## src/rtl/core/stsf_pkg.sv

```systemverilog
`timescale 1ns / 1ps
// Shared types and constants for the script text span finder.
// No dependencies; imported by script_text_span_finder and its testbench.
package stsf_pkg;

  localparam int POSITION_BITS_DEF = 16;
  localparam int UNIT_W = 16;
  localparam int SKIP_W = 3;

  typedef enum logic [1:0] {
    MODE_INIT  = 2'd0,
    MODE_TEXT  = 2'd1,
    MODE_RUBY  = 2'd2,
    MODE_VOICE = 2'd3
  } mode_t;

  localparam logic [UNIT_W-1:0] NUL_CODE    = 16'h0000;
  localparam logic [UNIT_W-1:0] LF_CODE     = 16'h000A;
  localparam logic [UNIT_W-1:0] ESC_CODE    = 16'h0007;
  localparam logic [UNIT_W-1:0] OP_CODE_MIN = 16'h0001;
  localparam logic [UNIT_W-1:0] OP_CODE_MAX = 16'h0006;
  localparam logic [UNIT_W-1:0] SUB_RUBY    = 16'h0001;
  localparam logic [UNIT_W-1:0] SUB_VOICE   = 16'h0008;
  localparam logic [UNIT_W-1:0] SUB_SKIP    = 16'h0007;

  // operand units that follow control codes 1..6
  function automatic logic [SKIP_W-1:0] operand_len(input logic [2:0] code);
    logic [SKIP_W-1:0] len;
    case (code)
      3'd1:    len = 3'd4;
      3'd2:    len = 3'd1;
      3'd3:    len = 3'd2;
      3'd4:    len = 3'd1;
      3'd5:    len = 3'd2;
      3'd6:    len = 3'd2;
      default: len = 3'd0;
    endcase
    return len;
  endfunction

endpackage

```

## src/rtl/core/script_text_span_finder.sv

```systemverilog
`timescale 1ns / 1ps
// Script text span finder: scans 16-bit code units and reports text spans.
// Depends on stsf_pkg.
//
// Usage:
//   Input channel (in_valid/in_ready): one code unit per transaction, with
//   last_unit marking the final unit of a string. After that unit all parse
//   state returns to its reset value; a span still open is dropped.
//   Output channel (out_valid/out_ready): one transaction per closed span,
//   span_start = first unit position, span_end = position of the control
//   unit that ended it (exclusive).
// Timing:
//   One code unit per cycle sustained, except while a span waits on a
//   stalled output. The parse state updates in the cycle a unit is
//   accepted; a span appears on the output in the cycle after. The output
//   register holds a span until taken; in_ready stays high while that
//   register is empty or being drained in the same cycle.
// Reset:
//   rst (synchronous) puts the parser in init mode at position zero and
//   empties the output register. Position saturates at its maximum; output
//   positions carry its low 16 bits.
module script_text_span_finder #(
  parameter int POSITION_BITS = stsf_pkg::POSITION_BITS_DEF
) (
  input  logic                          clk,
  input  logic                          rst,
  input  logic                          in_valid,
  output logic                          in_ready,
  input  logic [stsf_pkg::UNIT_W-1:0]   code_unit,
  input  logic                          last_unit,
  output logic                          out_valid,
  input  logic                          out_ready,
  output logic [stsf_pkg::UNIT_W-1:0]   span_start,
  output logic [stsf_pkg::UNIT_W-1:0]   span_end
);
  import stsf_pkg::*;

  mode_t                    parse_mode, parse_mode_next;
  logic                     span_open, span_open_next;
  logic [POSITION_BITS-1:0] span_begin, span_begin_next;
  logic [SKIP_W-1:0]        skip_count, skip_count_next;
  logic                     escape_pending, escape_pending_next;
  logic                     skip_to_terminator, skip_to_terminator_next;
  logic [POSITION_BITS-1:0] position, position_next;
  logic [POSITION_BITS-1:0] escape_at, escape_at_next;

  logic                     emit;
  logic [POSITION_BITS-1:0] end_pos;
  logic [UNIT_W-1:0]        start_ext, end_ext;
  logic                     in_fire;
  logic                     is_line, is_op;

  assign in_ready = !out_valid || out_ready;
  assign in_fire  = in_valid && in_ready;
  assign is_line  = (code_unit == NUL_CODE) || (code_unit == LF_CODE);
  assign is_op    = (code_unit >= OP_CODE_MIN) && (code_unit <= OP_CODE_MAX);

  always_comb begin
    parse_mode_next         = parse_mode;
    span_open_next          = span_open;
    span_begin_next         = span_begin;
    skip_count_next         = skip_count;
    escape_pending_next     = escape_pending;
    skip_to_terminator_next = skip_to_terminator;
    escape_at_next          = escape_at;
    emit                    = 1'b0;
    end_pos                 = position;

    if (skip_count != '0) begin
      skip_count_next = skip_count - 1'b1;
    end else if (skip_to_terminator) begin
      if (code_unit == NUL_CODE) skip_to_terminator_next = 1'b0;
    end else if (escape_pending) begin
      escape_pending_next = 1'b0;
      if (code_unit == SUB_RUBY) begin
        if (parse_mode == MODE_INIT) begin
          span_begin_next = escape_at;
          span_open_next  = 1'b1;
        end
        parse_mode_next = MODE_RUBY;
      end else begin
        parse_mode_next = (code_unit == SUB_VOICE) ? MODE_VOICE : MODE_INIT;
        if (code_unit == SUB_SKIP) skip_to_terminator_next = 1'b1;
        emit           = span_open;
        end_pos        = escape_at;
        span_open_next = 1'b0;
      end
    end else if (is_line) begin
      if (parse_mode != MODE_RUBY) begin
        parse_mode_next = MODE_INIT;
        emit            = span_open;
        span_open_next  = 1'b0;
      end
    end else if (is_op) begin
      parse_mode_next = MODE_INIT;
      emit            = span_open;
      span_open_next  = 1'b0;
      skip_count_next = operand_len(code_unit[2:0]);
    end else if (code_unit == ESC_CODE) begin
      escape_pending_next = 1'b1;
      escape_at_next      = position;
    end else if (parse_mode == MODE_INIT || parse_mode == MODE_VOICE) begin
      parse_mode_next = MODE_TEXT;
      span_begin_next = position;
      span_open_next  = 1'b1;
    end

    // saturating position counter
    position_next = (position == '1) ? position : position + 1'b1;

    if (last_unit) begin
      parse_mode_next         = MODE_INIT;
      span_open_next          = 1'b0;
      span_begin_next         = '0;
      skip_count_next         = '0;
      escape_pending_next     = 1'b0;
      skip_to_terminator_next = 1'b0;
      position_next           = '0;
      escape_at_next          = '0;
    end
  end

  // output positions carry the low 16 bits
  generate
    if (POSITION_BITS >= UNIT_W) begin : g_trunc
      assign start_ext = span_begin[UNIT_W-1:0];
      assign end_ext   = end_pos[UNIT_W-1:0];
    end else begin : g_ext
      assign start_ext = {{(UNIT_W-POSITION_BITS){1'b0}}, span_begin};
      assign end_ext   = {{(UNIT_W-POSITION_BITS){1'b0}}, end_pos};
    end
  endgenerate

  always_ff @(posedge clk) begin
    if (rst) begin
      parse_mode         <= MODE_INIT;
      span_open          <= 1'b0;
      span_begin         <= '0;
      skip_count         <= '0;
      escape_pending     <= 1'b0;
      skip_to_terminator <= 1'b0;
      position           <= '0;
      escape_at          <= '0;
    end else if (in_fire) begin
      parse_mode         <= parse_mode_next;
      span_open          <= span_open_next;
      span_begin         <= span_begin_next;
      skip_count         <= skip_count_next;
      escape_pending     <= escape_pending_next;
      skip_to_terminator <= skip_to_terminator_next;
      position           <= position_next;
      escape_at          <= escape_at_next;
    end
  end

  always_ff @(posedge clk) begin
    if (rst) begin
      out_valid <= 1'b0;
    end else if (in_fire) begin
      out_valid <= emit;
    end else if (out_ready) begin
      out_valid <= 1'b0;
    end
  end

  always_ff @(posedge clk) begin
    if (in_fire && emit) begin
      span_start <= start_ext;
      span_end   <= end_ext;
    end
  end

`ifndef SYNTHESIS
  // operand skip, terminator skip and escape are mutually exclusive
  a_skip_exclusive: assert property (@(posedge clk) disable iff (rst)
    $onehot0({skip_count != '0, escape_pending, skip_to_terminator}))
    else $error("more than one skip/escape state active");

  // an open span only lives in text or ruby mode
  a_open_mode: assert property (@(posedge clk) disable iff (rst)
    span_open |-> (parse_mode == MODE_TEXT || parse_mode == MODE_RUBY))
    else $error("span open outside text/ruby mode");

  // final unit clears the parser
  a_last_clears: assert property (@(posedge clk) disable iff (rst)
    in_fire && last_unit |=> position == '0 && !span_open && parse_mode == MODE_INIT)
    else $error("state not cleared after last unit");

  // position never wraps back to zero on an ordinary unit
  a_pos_advance: assert property (@(posedge clk) disable iff (rst)
    in_fire && !last_unit |=> position != '0)
    else $error("position wrapped");
`endif

endmodule

```

## config.mk

```make
export PLATFORM = sky130hd
export DESIGN_NAME = script_text_span_finder
export DESIGN_NICKNAME = d
export VERILOG_FILES = /design/src/rtl/core/stsf_pkg.sv /design/src/rtl/core/script_text_span_finder.sv
export SDC_FILE = /design/constraint.sdc
export NUM_CORES = 1
export LEC_CHECK = 0
export ABC_CLOCK_PERIOD_IN_PS = 7900
export BUFFER_PORTS_ARGS = -buffer_cell sky130_fd_sc_hd__clkbuf_2
export CAP_MARGIN = 20
export CORE_UTILIZATION = 63
export DETAILED_ROUTE_END_ITERATION = 10
export GPL_ROUTABILITY_DRIVEN = 0
export HOLD_SLACK_MARGIN = 0.1
export PLACE_DENSITY = 0.9
export SLEW_MARGIN = 20
export SYNTH_ARGS = -nofsm -noshare
export SYNTH_HDL_FRONTEND = slang
export SYNTH_SLANG_ARGS = --single-unit
```

## constraint.sdc

```tcl
create_clock -name clk -period 7.9 [get_ports clk]
set_input_delay 1.58 -clock clk [delete_from_list [all_inputs] [get_ports clk]]
set_output_delay 1.58 -clock clk [all_outputs]
set_load 0.02 [all_outputs]
```

---- After elaboration in Yosys (flattened, before gate mapping) ----
Cells that the tools add are included.
W data, S select, Z words.
operators by class
  reductions and logical operators ........ 25
  equality and inequality tests ........... 30
  add/sub/neg operators ................... 2
  multiplexer cells ....................... 74
  $lt $le $gt $ge ......................... 2
operator list
  cell                     count
  $mux W16                 23
  $mux W1                  33
  $eq A16 B4 Y1 const B    2
  $mux W2                  11
  $mux W3                  6
  $add A16 B1 Y16 const B  1
  $eq A16 B1 Y1 const B    1
  $eq A16 B16 Y1 const B   1
  $eq A16 B3 Y1 const B    1
  $ge A16 B1 Y1 const B    1
  $le A16 B3 Y1 const B    1
  $logic_not A16 Y1        1
  $ne A3 B2 Y1 const B     5
  $ne A2 B2 Y1 const B     7
  $reduce_and A7 Y1        2
  $eq A3 B3 Y1 const B     3
  $ne A3 B3 Y1 const B     3
  $pmux W3 S3              1
  $reduce_and A9 Y1        1
  $reduce_bool A3 Y1       3
  $ne A4 B3 Y1 const B     2
  $eq A3 B2 Y1 const B     2
  $reduce_and A6 Y1        1
  $ne A5 B5 Y1 const B     1
  14 further kinds         20
word-level totals
  word-level logic and storage cells ...... 144
  register bits ........................... 89
  output and inout port bits .............. 34
  bits of input ports ..................... 21

---- Depth between registers and ports, before layout ----
Gate-level depths: netlist (run 1).
  depth after elaboration ................. 10
  gate-level depth with buffers ........... 9
  gate-level depth less buffers ........... 7

---- Worst setup path before layout (run 1) ----
No wires, ideal clock.
  path type ............................... in2reg
  start ................................... in code_unit[14] (netlist bit)
  end ..................................... reg span_end[0] (netlist bit), enable pin
  data required time ...................... 7.479 ns
  stages on the path ...................... 6
  path buffers ............................ 1
  library setup time ...................... 0.421 ns
  arrival ................................. 3.838 ns
  slack ................................... 3.641 ns
  cell sequence ........................... nor4_4 and3_1 buf_6 a31o_1 nand3_1 nor2_1
between the ends
  longest elaborated chain between the ends .. 8
  elaborated cells between the ends (all ways) .. 14
  those cells by class .................... 2 x order compare; 2 x eq/ne; 6 x mux; 4 x reduce/logical
RTL lines
  what                                                   RTL line                        RTL
  from (decl)                                            script_text_span_finder.sv:29   input logic [stsf_pkg::UNIT_W-1:0] code_unit,
  $ge A16 B1 Y1 / $le A16 B3 Y1 (equally long branches)  script_text_span_finder.sv:56   assign is_op = (code_unit >= OP_CODE_MIN) && (code_unit <= OP_CODE_MAX);
  $logic_and A1 B1 Y1                                    script_text_span_finder.sv:56
  $mux W1                                                script_text_span_finder.sv:94   end else if (is_op) begin
  $mux W1                                                script_text_span_finder.sv:88   end else if (is_line) begin
  $mux W1 (*)                                            script_text_span_finder.sv:73   end else if (escape_pending) begin
  $mux W1 (*)                                            script_text_span_finder.sv:71   end else if (skip_to_terminator) begin
  $mux W1 (*)                                            script_text_span_finder.sv:69   if (skip_count != '0) begin
  $logic_and A1 B1 Y1 (*)                                script_text_span_finder.sv:167  if (in_fire && emit) begin
  to (signal assigned)                                   script_text_span_finder.sv:169  span_end <= end_ext;
  to (decl)                                              script_text_span_finder.sv:34   output logic [stsf_pkg::UNIT_W-1:0] span_end
Mark *: on every way between the ends. The rest lies on a longest branch, timed or not.
A chain may end at the register's enable or synchronous reset.

---- Worst setup path after layout (run 1) ----
  start ................................... in out_ready
  end ..................................... out in_ready
between the ends
  longest elaborated chain between the ends .. 1
RTL lines
  what                RTL line                       RTL
  from (decl)         script_text_span_finder.sv:32  input logic out_ready,
  $logic_or A1 B1 Y1  script_text_span_finder.sv:53  assign in_ready = !out_valid || out_ready;
  to (decl)           script_text_span_finder.sv:28  output logic in_ready,
Every way passes these cells.

==> impl_metrics.tcl, run 1 <==
set metrics [dict create \
    run_status "completed" \
    p_int_uw 619.6 \
    switching_share_pct 28.06 \
    cp_max_fo 6 \
    drive_above_1_share_pct 28.94 \
    synth.distinct_cells 71 \
    worst_ep_arrival_time_ns 2.09 \
    yosysTopAreaCellShare_pct 24.24 \
    ff2ff_path_depth 6 \
    die_w_um 88.44 \
    ir_drop_mv 0.1176 \
    timing.final.ws_setup_ns 4.232 \
    clkLatencyLatePin_ns 0.37 \
    hold_viol 0 \
    clockRootBuffer "clkbuf_8" \
    end_kind "output port" \
    ant_nets 0 \
    min_path_cells 0 \
    hold_start "span_begin[10]$_SDFFE_PP0P_" \
    multi_input_area_um2 2297 \
    relSlewSlack_pct 27.69 \
    antenna_found_initial 0 \
    synthTopCellsByCount "dfxtp_1 (57), edfxtp_1 (32), nor2_1 (30)" \
    synthFlopType "dfxtp_1" \
    reg2reg_to "span_begin[4]$_SDFFE_PP0P_" \
    syn_inst 428 \
    setup_viol 0 \
    grt_max_degree 48 \
    cts_made_buffers 9 \
    grt_overflow_total 0 \
    synth_area_leaders "dfxtp_1 (24%), edfxtp_1 (20%), o41ai_2 (5.2%)" \
    synth_area_um2 4707 \
    dr.pass1.iters 5 \
    hp-class "reg2reg" \
    n_fill_cell 502 \
    ctsResizeCount 0 \
    p_clk_share_pct 35.8 \
    worstReg2RegStart "escape_pending$_SDFFE_PP0P_" \
    comb_power_share_pct 8.8 \
    cp_data_required_time_ns 6.32 \
    grt_pass1_vias 3140 \
    dieArea_um2 7821 \
    area_growth_pct 8.400 \
    drtIter0Drc 303 \
    vias 3564 \
    dp_slack_ns 4.011 \
    critPathKind "in2out" \
    drv_cap 0 \
    p_leak_nw 1.851 \
    skew_ns 0.01356 \
    grt_use_total_pct 26.45 \
    initial_core_util_pct 64.90 \
    cts-htree-levels 3 \
    route.detailed.drc 0 \
    seq_area_um2 2102 \
    synth_fp_nets 454 \
    clkSinkCount 89 \
    rsz0062_at_grt "false" \
    period_share_pct 46.43 \
    synth-edff-count 32 \
    synth_top_cell_by_area "dfxtp_1" \
    synth_seq_area_share_pct 44.66 \
    die_h_um 88.44 \
    diodes 0 \
    avgSynthCellArea_um2 11.00 \
    cts_tree "done" \
    cts_hold_buffers 0 \
    num_io_pins 55 \
    synth_async_sr_flop_share_pct 0 \
    startpoint_type "primary input" \
    worst_pin_slew_ns 1.085 \
    port_buffers 54 \
    yosys_warnings 0 \
    wire_per_inst_um 17.43 \
    maxSlewViolCount 0 \
    cellPowerDensity_nw_per_um2 168.8 \
    wirelength_mm 9.793 \
    hold_path_end "span_start[10]$_DFFE_PP_" \
    ctsLongestPathBuffers 2 \
    viasPerCell 6.342 \
    p_switching_uw 241.7 \
    synth.most_common_cell "dfxtp_1" \
    dp_hpwl_mm 6.596 \
    r2r_setup_slack_ns 5.17 \
    period_needed_ns 3.668 \
    cts.reportedPaths.clkPinSlew_ns 0.09 \
    postCtsSetupBuffers 0 \
    num-nets-final 484 \
    seqPwrFrac_pct 55.4 \
    grt_pass1_wl_mm 15.75 \
    rows 31 \
    ys_ff_latch 89 \
    setup_tns_ns 0 \
    core_area_um2 7253 \
    max_freq_ghz 0.2726 \
]
how the worst max path moves through the flow:
stage	start	to	slack (ns)	depth (start not counted)
3_3_place_gp	code_unit[14]	span_begin[13]$_SDFFE_PP0P_	4.08	6
4_1_cts	out_ready	in_ready	4.24	3
2_1_floorplan	code_unit[14]	span_end[0]$_DFFE_PP_	3.64	6
3_5_place_dp	code_unit[10]	span_begin[11]$_SDFFE_PP0P_	4.01	6
5_1_grt	code_unit[10]	span_begin[8]$_SDFFE_PP0P_	4.18	6
6_report	out_ready	in_ready	4.23	3
critical path: stages:
cell      delay, ns
clkbuf_2       0.07
nand2b_1       0.22
clkbuf_2       0.22
flip-flops by register name, indices dropped and copies added (netlist names):
signal              flops
escape_at              16
position               16
span_begin             16
span_end               16
span_start             16
skip_count              3
parse_mode              2
escape_pending          1
out_valid               1
skip_to_terminator      1
span_open               1
routing by layer:
layer | vias to the layer above | track usage, % | wire length [um]
li1 | 1682 | - | -
met1 | 1718 | 36.54 | 4254
met2 | 149 | 42.38 | 4847
met3 | 15 | 3.918 | 509
met4 | 0 | 9.531 | 182
met5 | - | 0 | 0
final cells by class:
| class | count | share of cell area, % |
|---|---|---|
| Inverter | 27 | 1.986 |
| Tap cell | 99 | 2.428 |
| Clock inverter | 7 | 1.349 |
| Sequential cell | 89 | 41.20 |
| Timing Repair Buffer | 56 | 5.591 |
| Clock buffer | 9 | 2.428 |
| Multi-Input combinational cell | 275 | 45.02 |
power groups by stage:
stage | registers (mW) | logic (mW) | clock network (mW)
2_1_floorplan | 0.486 | 0.0627 | 0
3_3_place_gp | 0.487 | 0.0706 | 0
3_5_place_dp | 0.488 | 0.0735 | 0
4_1_cts | 0.477 | 0.0746 | 0.309
5_1_grt | 0.478 | 0.0821 | 0.327
6_report | 0.477 | 0.0759 | 0.308
layout by cell type, fill, tap and decap left out, types with 7 or more instances in the layout:
| master | count |
|---|---|
| a22o_1 | 16 |
| inv_1 | 27 |
| nor2_1 | 29 |
| a31oi_1 | 18 |
| edfxtp_1 | 32 |
| xnor2_1 | 14 |
| mux2_1 | 11 |
| o41ai_2 | 15 |
| nor3_1 | 18 |
| dfxtp_1 | 57 |
| nand3_1 | 12 |
| mux2_2 | 20 |
| nand2_1 | 12 |
| a211oi_1 | 7 |
| clkbuf_8 | 9 |
| clkbuf_2 | 53 |
through the flow:
step	hold WS [ns]	instance area (um^2)	total power [mW]	std cells	util (%)
4_1_cts	0.4412	5102	0.8606	562	70.35
3_3_place_gp	0.4121	4910	0.5581	546	67.69
5_1_grt	0.4509	5102	0.8873	562	70.35
2_1_floorplan	0.4082	4707	0.5485	428	-
6_report	0.4412	5102	0.8612	562	70.35
3_5_place_dp	0.4169	4910	0.5613	546	67.69
cell families after synthesis:
group | count (synthesis) | share of synthesized area, %
and+or+nand+nor | 119 | 15.76
buffers and inverters | 64 | 6.592
DFF | 89 | 44.66
muxes | 34 | 8.054
xor gates and xnor gates | 16 | 2.977
adders and majority gates | 5 | 1.329
AOI/OAI and AO/OA | 101 | 20.63
(Power assumes the default switching activity.)
==> run 2: changes to the inputs <==
--- a/config.mk
+++ b/config.mk
@@ -5,14 +5,14 @@
 export SDC_FILE = /design/constraint.sdc
 export NUM_CORES = 1
 export LEC_CHECK = 0
-export ABC_CLOCK_PERIOD_IN_PS = 7900
+export ABC_CLOCK_PERIOD_IN_PS = 3140
 export BUFFER_PORTS_ARGS = -buffer_cell sky130_fd_sc_hd__clkbuf_2
 export CAP_MARGIN = 20
-export CORE_UTILIZATION = 63
+export CORE_UTILIZATION = 53
 export DETAILED_ROUTE_END_ITERATION = 10
 export GPL_ROUTABILITY_DRIVEN = 0
 export HOLD_SLACK_MARGIN = 0.1
-export PLACE_DENSITY = 0.9
+export PLACE_DENSITY = 0.81
 export SLEW_MARGIN = 20
 export SYNTH_ARGS = -nofsm -noshare
 export SYNTH_HDL_FRONTEND = slang
==> constraint.sdc (replaced) <==
create_clock -name clk -period 3.14 [get_ports clk]
set_input_delay 0.628 -clock clk [delete_from_list [all_inputs] [get_ports clk]]
set_output_delay 0.628 -clock clk [all_outputs]
set_load 0.02 [all_outputs]
==> run 2 against run 1 <==
Utilization shrank 11 points. Die area grew 18%. Critical path depth grew 4. Cell area grew 1.2%. Cell count grew 2.8%. Wire length grew 1.8%.
==> impl_metrics.tcl, run 2 (synthesized netlist as in run 1, its figures left out) <==
set metrics [dict create \
    dieArea_um2 9262 \
    grt_pass1_wl_mm 16.22 \
    cts_hold_buffers 0 \
    r2r_setup_slack_ns 0.60 \
    wire_per_inst_um 17.24 \
    cp_data_required_time_ns 3.42 \
    cts_tree "done" \
    critPathKind "reg2reg" \
    crit_chain "inv_1 -> ha_1 -> nor3b_2 -> o21ai_1 -> nor4_4 -> a31oi_1 -> o41ai_2" \
    cellPowerDensity_nw_per_um2 418.9 \
    end_kind "register" \
    cts-htree-levels 3 \
    grt_use_total_pct 23.02 \
    cts_made_buffers 9 \
    dp_hpwl_mm 6.843 \
    die_w_um 96.24 \
    comb_power_share_pct 9.3 \
    rows 34 \
    cp_max_fo 16 \
    clkSinkCount 89 \
    drtIter0Drc 348 \
    diodes 0 \
    grt_pass1_vias 3317 \
    grt_overflow_total 0 \
    skew_ns 0.01197 \
    switching_share_pct 27.90 \
    setup_viol 0 \
    antenna_found_initial 0 \
    route.detailed.drc 0 \
    clockRootBuffer "clkbuf_8" \
    rsz0062_at_grt "false" \
    cp_slowest_stage_delay_ns 0.67 \
    worst_pin_slew_ns 0.8183 \
    drv_cap 0 \
    layout_common_cells "dfxtp_1 (57), clkbuf_2 (54), edfxtp_1 (32)" \
    port_buffers 54 \
    hold_viol 0 \
    viasPerCell 6.118 \
    max_freq_ghz 0.3931 \
    ff2ff_path_depth 7 \
    post-route-util_pct 59.49 \
    ctsResizeCount 0 \
    p_int_mw 1.559 \
    maxSlewViolCount 0 \
    final_common_cell "dfxtp_1" \
    seqPwrFrac_pct 55.5 \
    ctsLongestPathBuffers 2 \
    clkLatencyLatePin_ns 0.37 \
    core_area_um2 8678 \
    die_h_um 96.24 \
    relSlewSlack_pct 45.03 \
    period_needed_ns 2.544 \
    wirelength_mm 9.966 \
    worst_ep_arrival_time_ns 2.82 \
    initial_core_util_pct 54.24 \
    ir_drop_mv 0.2423 \
    vias 3536 \
    dr.pass1.iters 4 \
    p_clk_share_pct 35.2 \
    p_switching_uw 603.5 \
    min_path_cells 0 \
    cts.reportedPaths.clkPinSlew_ns 0.10 \
    p_leak_nw 1.894 \
    grt_max_degree 37 \
    critPathSlowestCell "nor4_4" \
    startpoint_type "register" \
    num-nets-final 491 \
    setup_tns_ns 0 \
    num_io_pins 55 \
    period_share_pct 81.01 \
    run_status "completed" \
    ant_nets 0 \
    postCtsSetupBuffers 0 \
    drive_above_1_share_pct 30.00 \
    hp-class "reg2reg" \
    area_growth_pct 9.676 \
]
run 2: power by group through the flow:
stage / registers [mW] / clock network [mW] / logic [mW]
2_1_floorplan: 1.22 / 0 / 0.158
3_5_place_dp: 1.23 / 0 / 0.199
3_3_place_gp: 1.23 / 0 / 0.193
6_report: 1.20 / 0.761 / 0.201
5_1_grt: 1.20 / 0.827 / 0.221
4_1_cts: 1.20 / 0.771 / 0.200
run 2: worst max-delay path: cells and delay by family (launching register included):
kind	cells	cell delay, ns
flops	1	0.32
fa+ha+maj	1	0.23
simple gates	2	1.17
buf+inv	1	0.10
compound gates	3	0.63
run 2: worst paths after layout:
kind	startpoint	endpoint
worst min-delay path	span_begin[1]$_SDFFE_PP0P_	span_start[1]$_DFFE_PP_
worst max register to register	skip_count[0]$_SDFFE_PP0P_	span_begin[13]$_SDFFE_PP0P_
worst min register to register	span_begin[1]$_SDFFE_PP0P_	span_start[1]$_DFFE_PP_
worst max-delay path	skip_count[0]$_SDFFE_PP0P_	span_begin[13]$_SDFFE_PP0P_
run 2: area by class of cell:
type,count,area (um^2)
Fill cell,715,3516
Clock inverter,7,61.31
Clock buffer,9,123.9
Timing Repair Buffer,63,341.6
Multi-Input combinational cell,275,2297
Inverter,27,101.3
Tap cell,108,135.1
Sequential cell,89,2102
run 2: routing by layer:
metal / GRT usage, % / part of all wire [%] / vias up
li1: - / - / 1703
met5: 0 / 0 / -
met1: 31.66 / 45 / 1707
met2: 35.58 / 49 / 120
met3: 5.371 / 5.0 / 6
met4: 7.338 / 1.0 / 0
run 2: per-stage QoR:
step / total power, mW / worst slack, ns / cell area, um^2 / instances / hold WS [ns]
2_1_floorplan: 1.380 / 0.3520 / 4710 / 428 / 0.4082
3_3_place_gp: 1.420 / 0.5475 / 4966 / 561 / 0.4112
3_5_place_dp: 1.426 / 0.4800 / 4977 / 562 / 0.4172
4_1_cts: 2.171 / 0.6592 / 5162 / 578 / 0.4403
5_1_grt: 2.250 / 0.3567 / 5162 / 578 / 0.4504
6_report: 2.163 / 0.5963 / 5162 / 578 / 0.4397
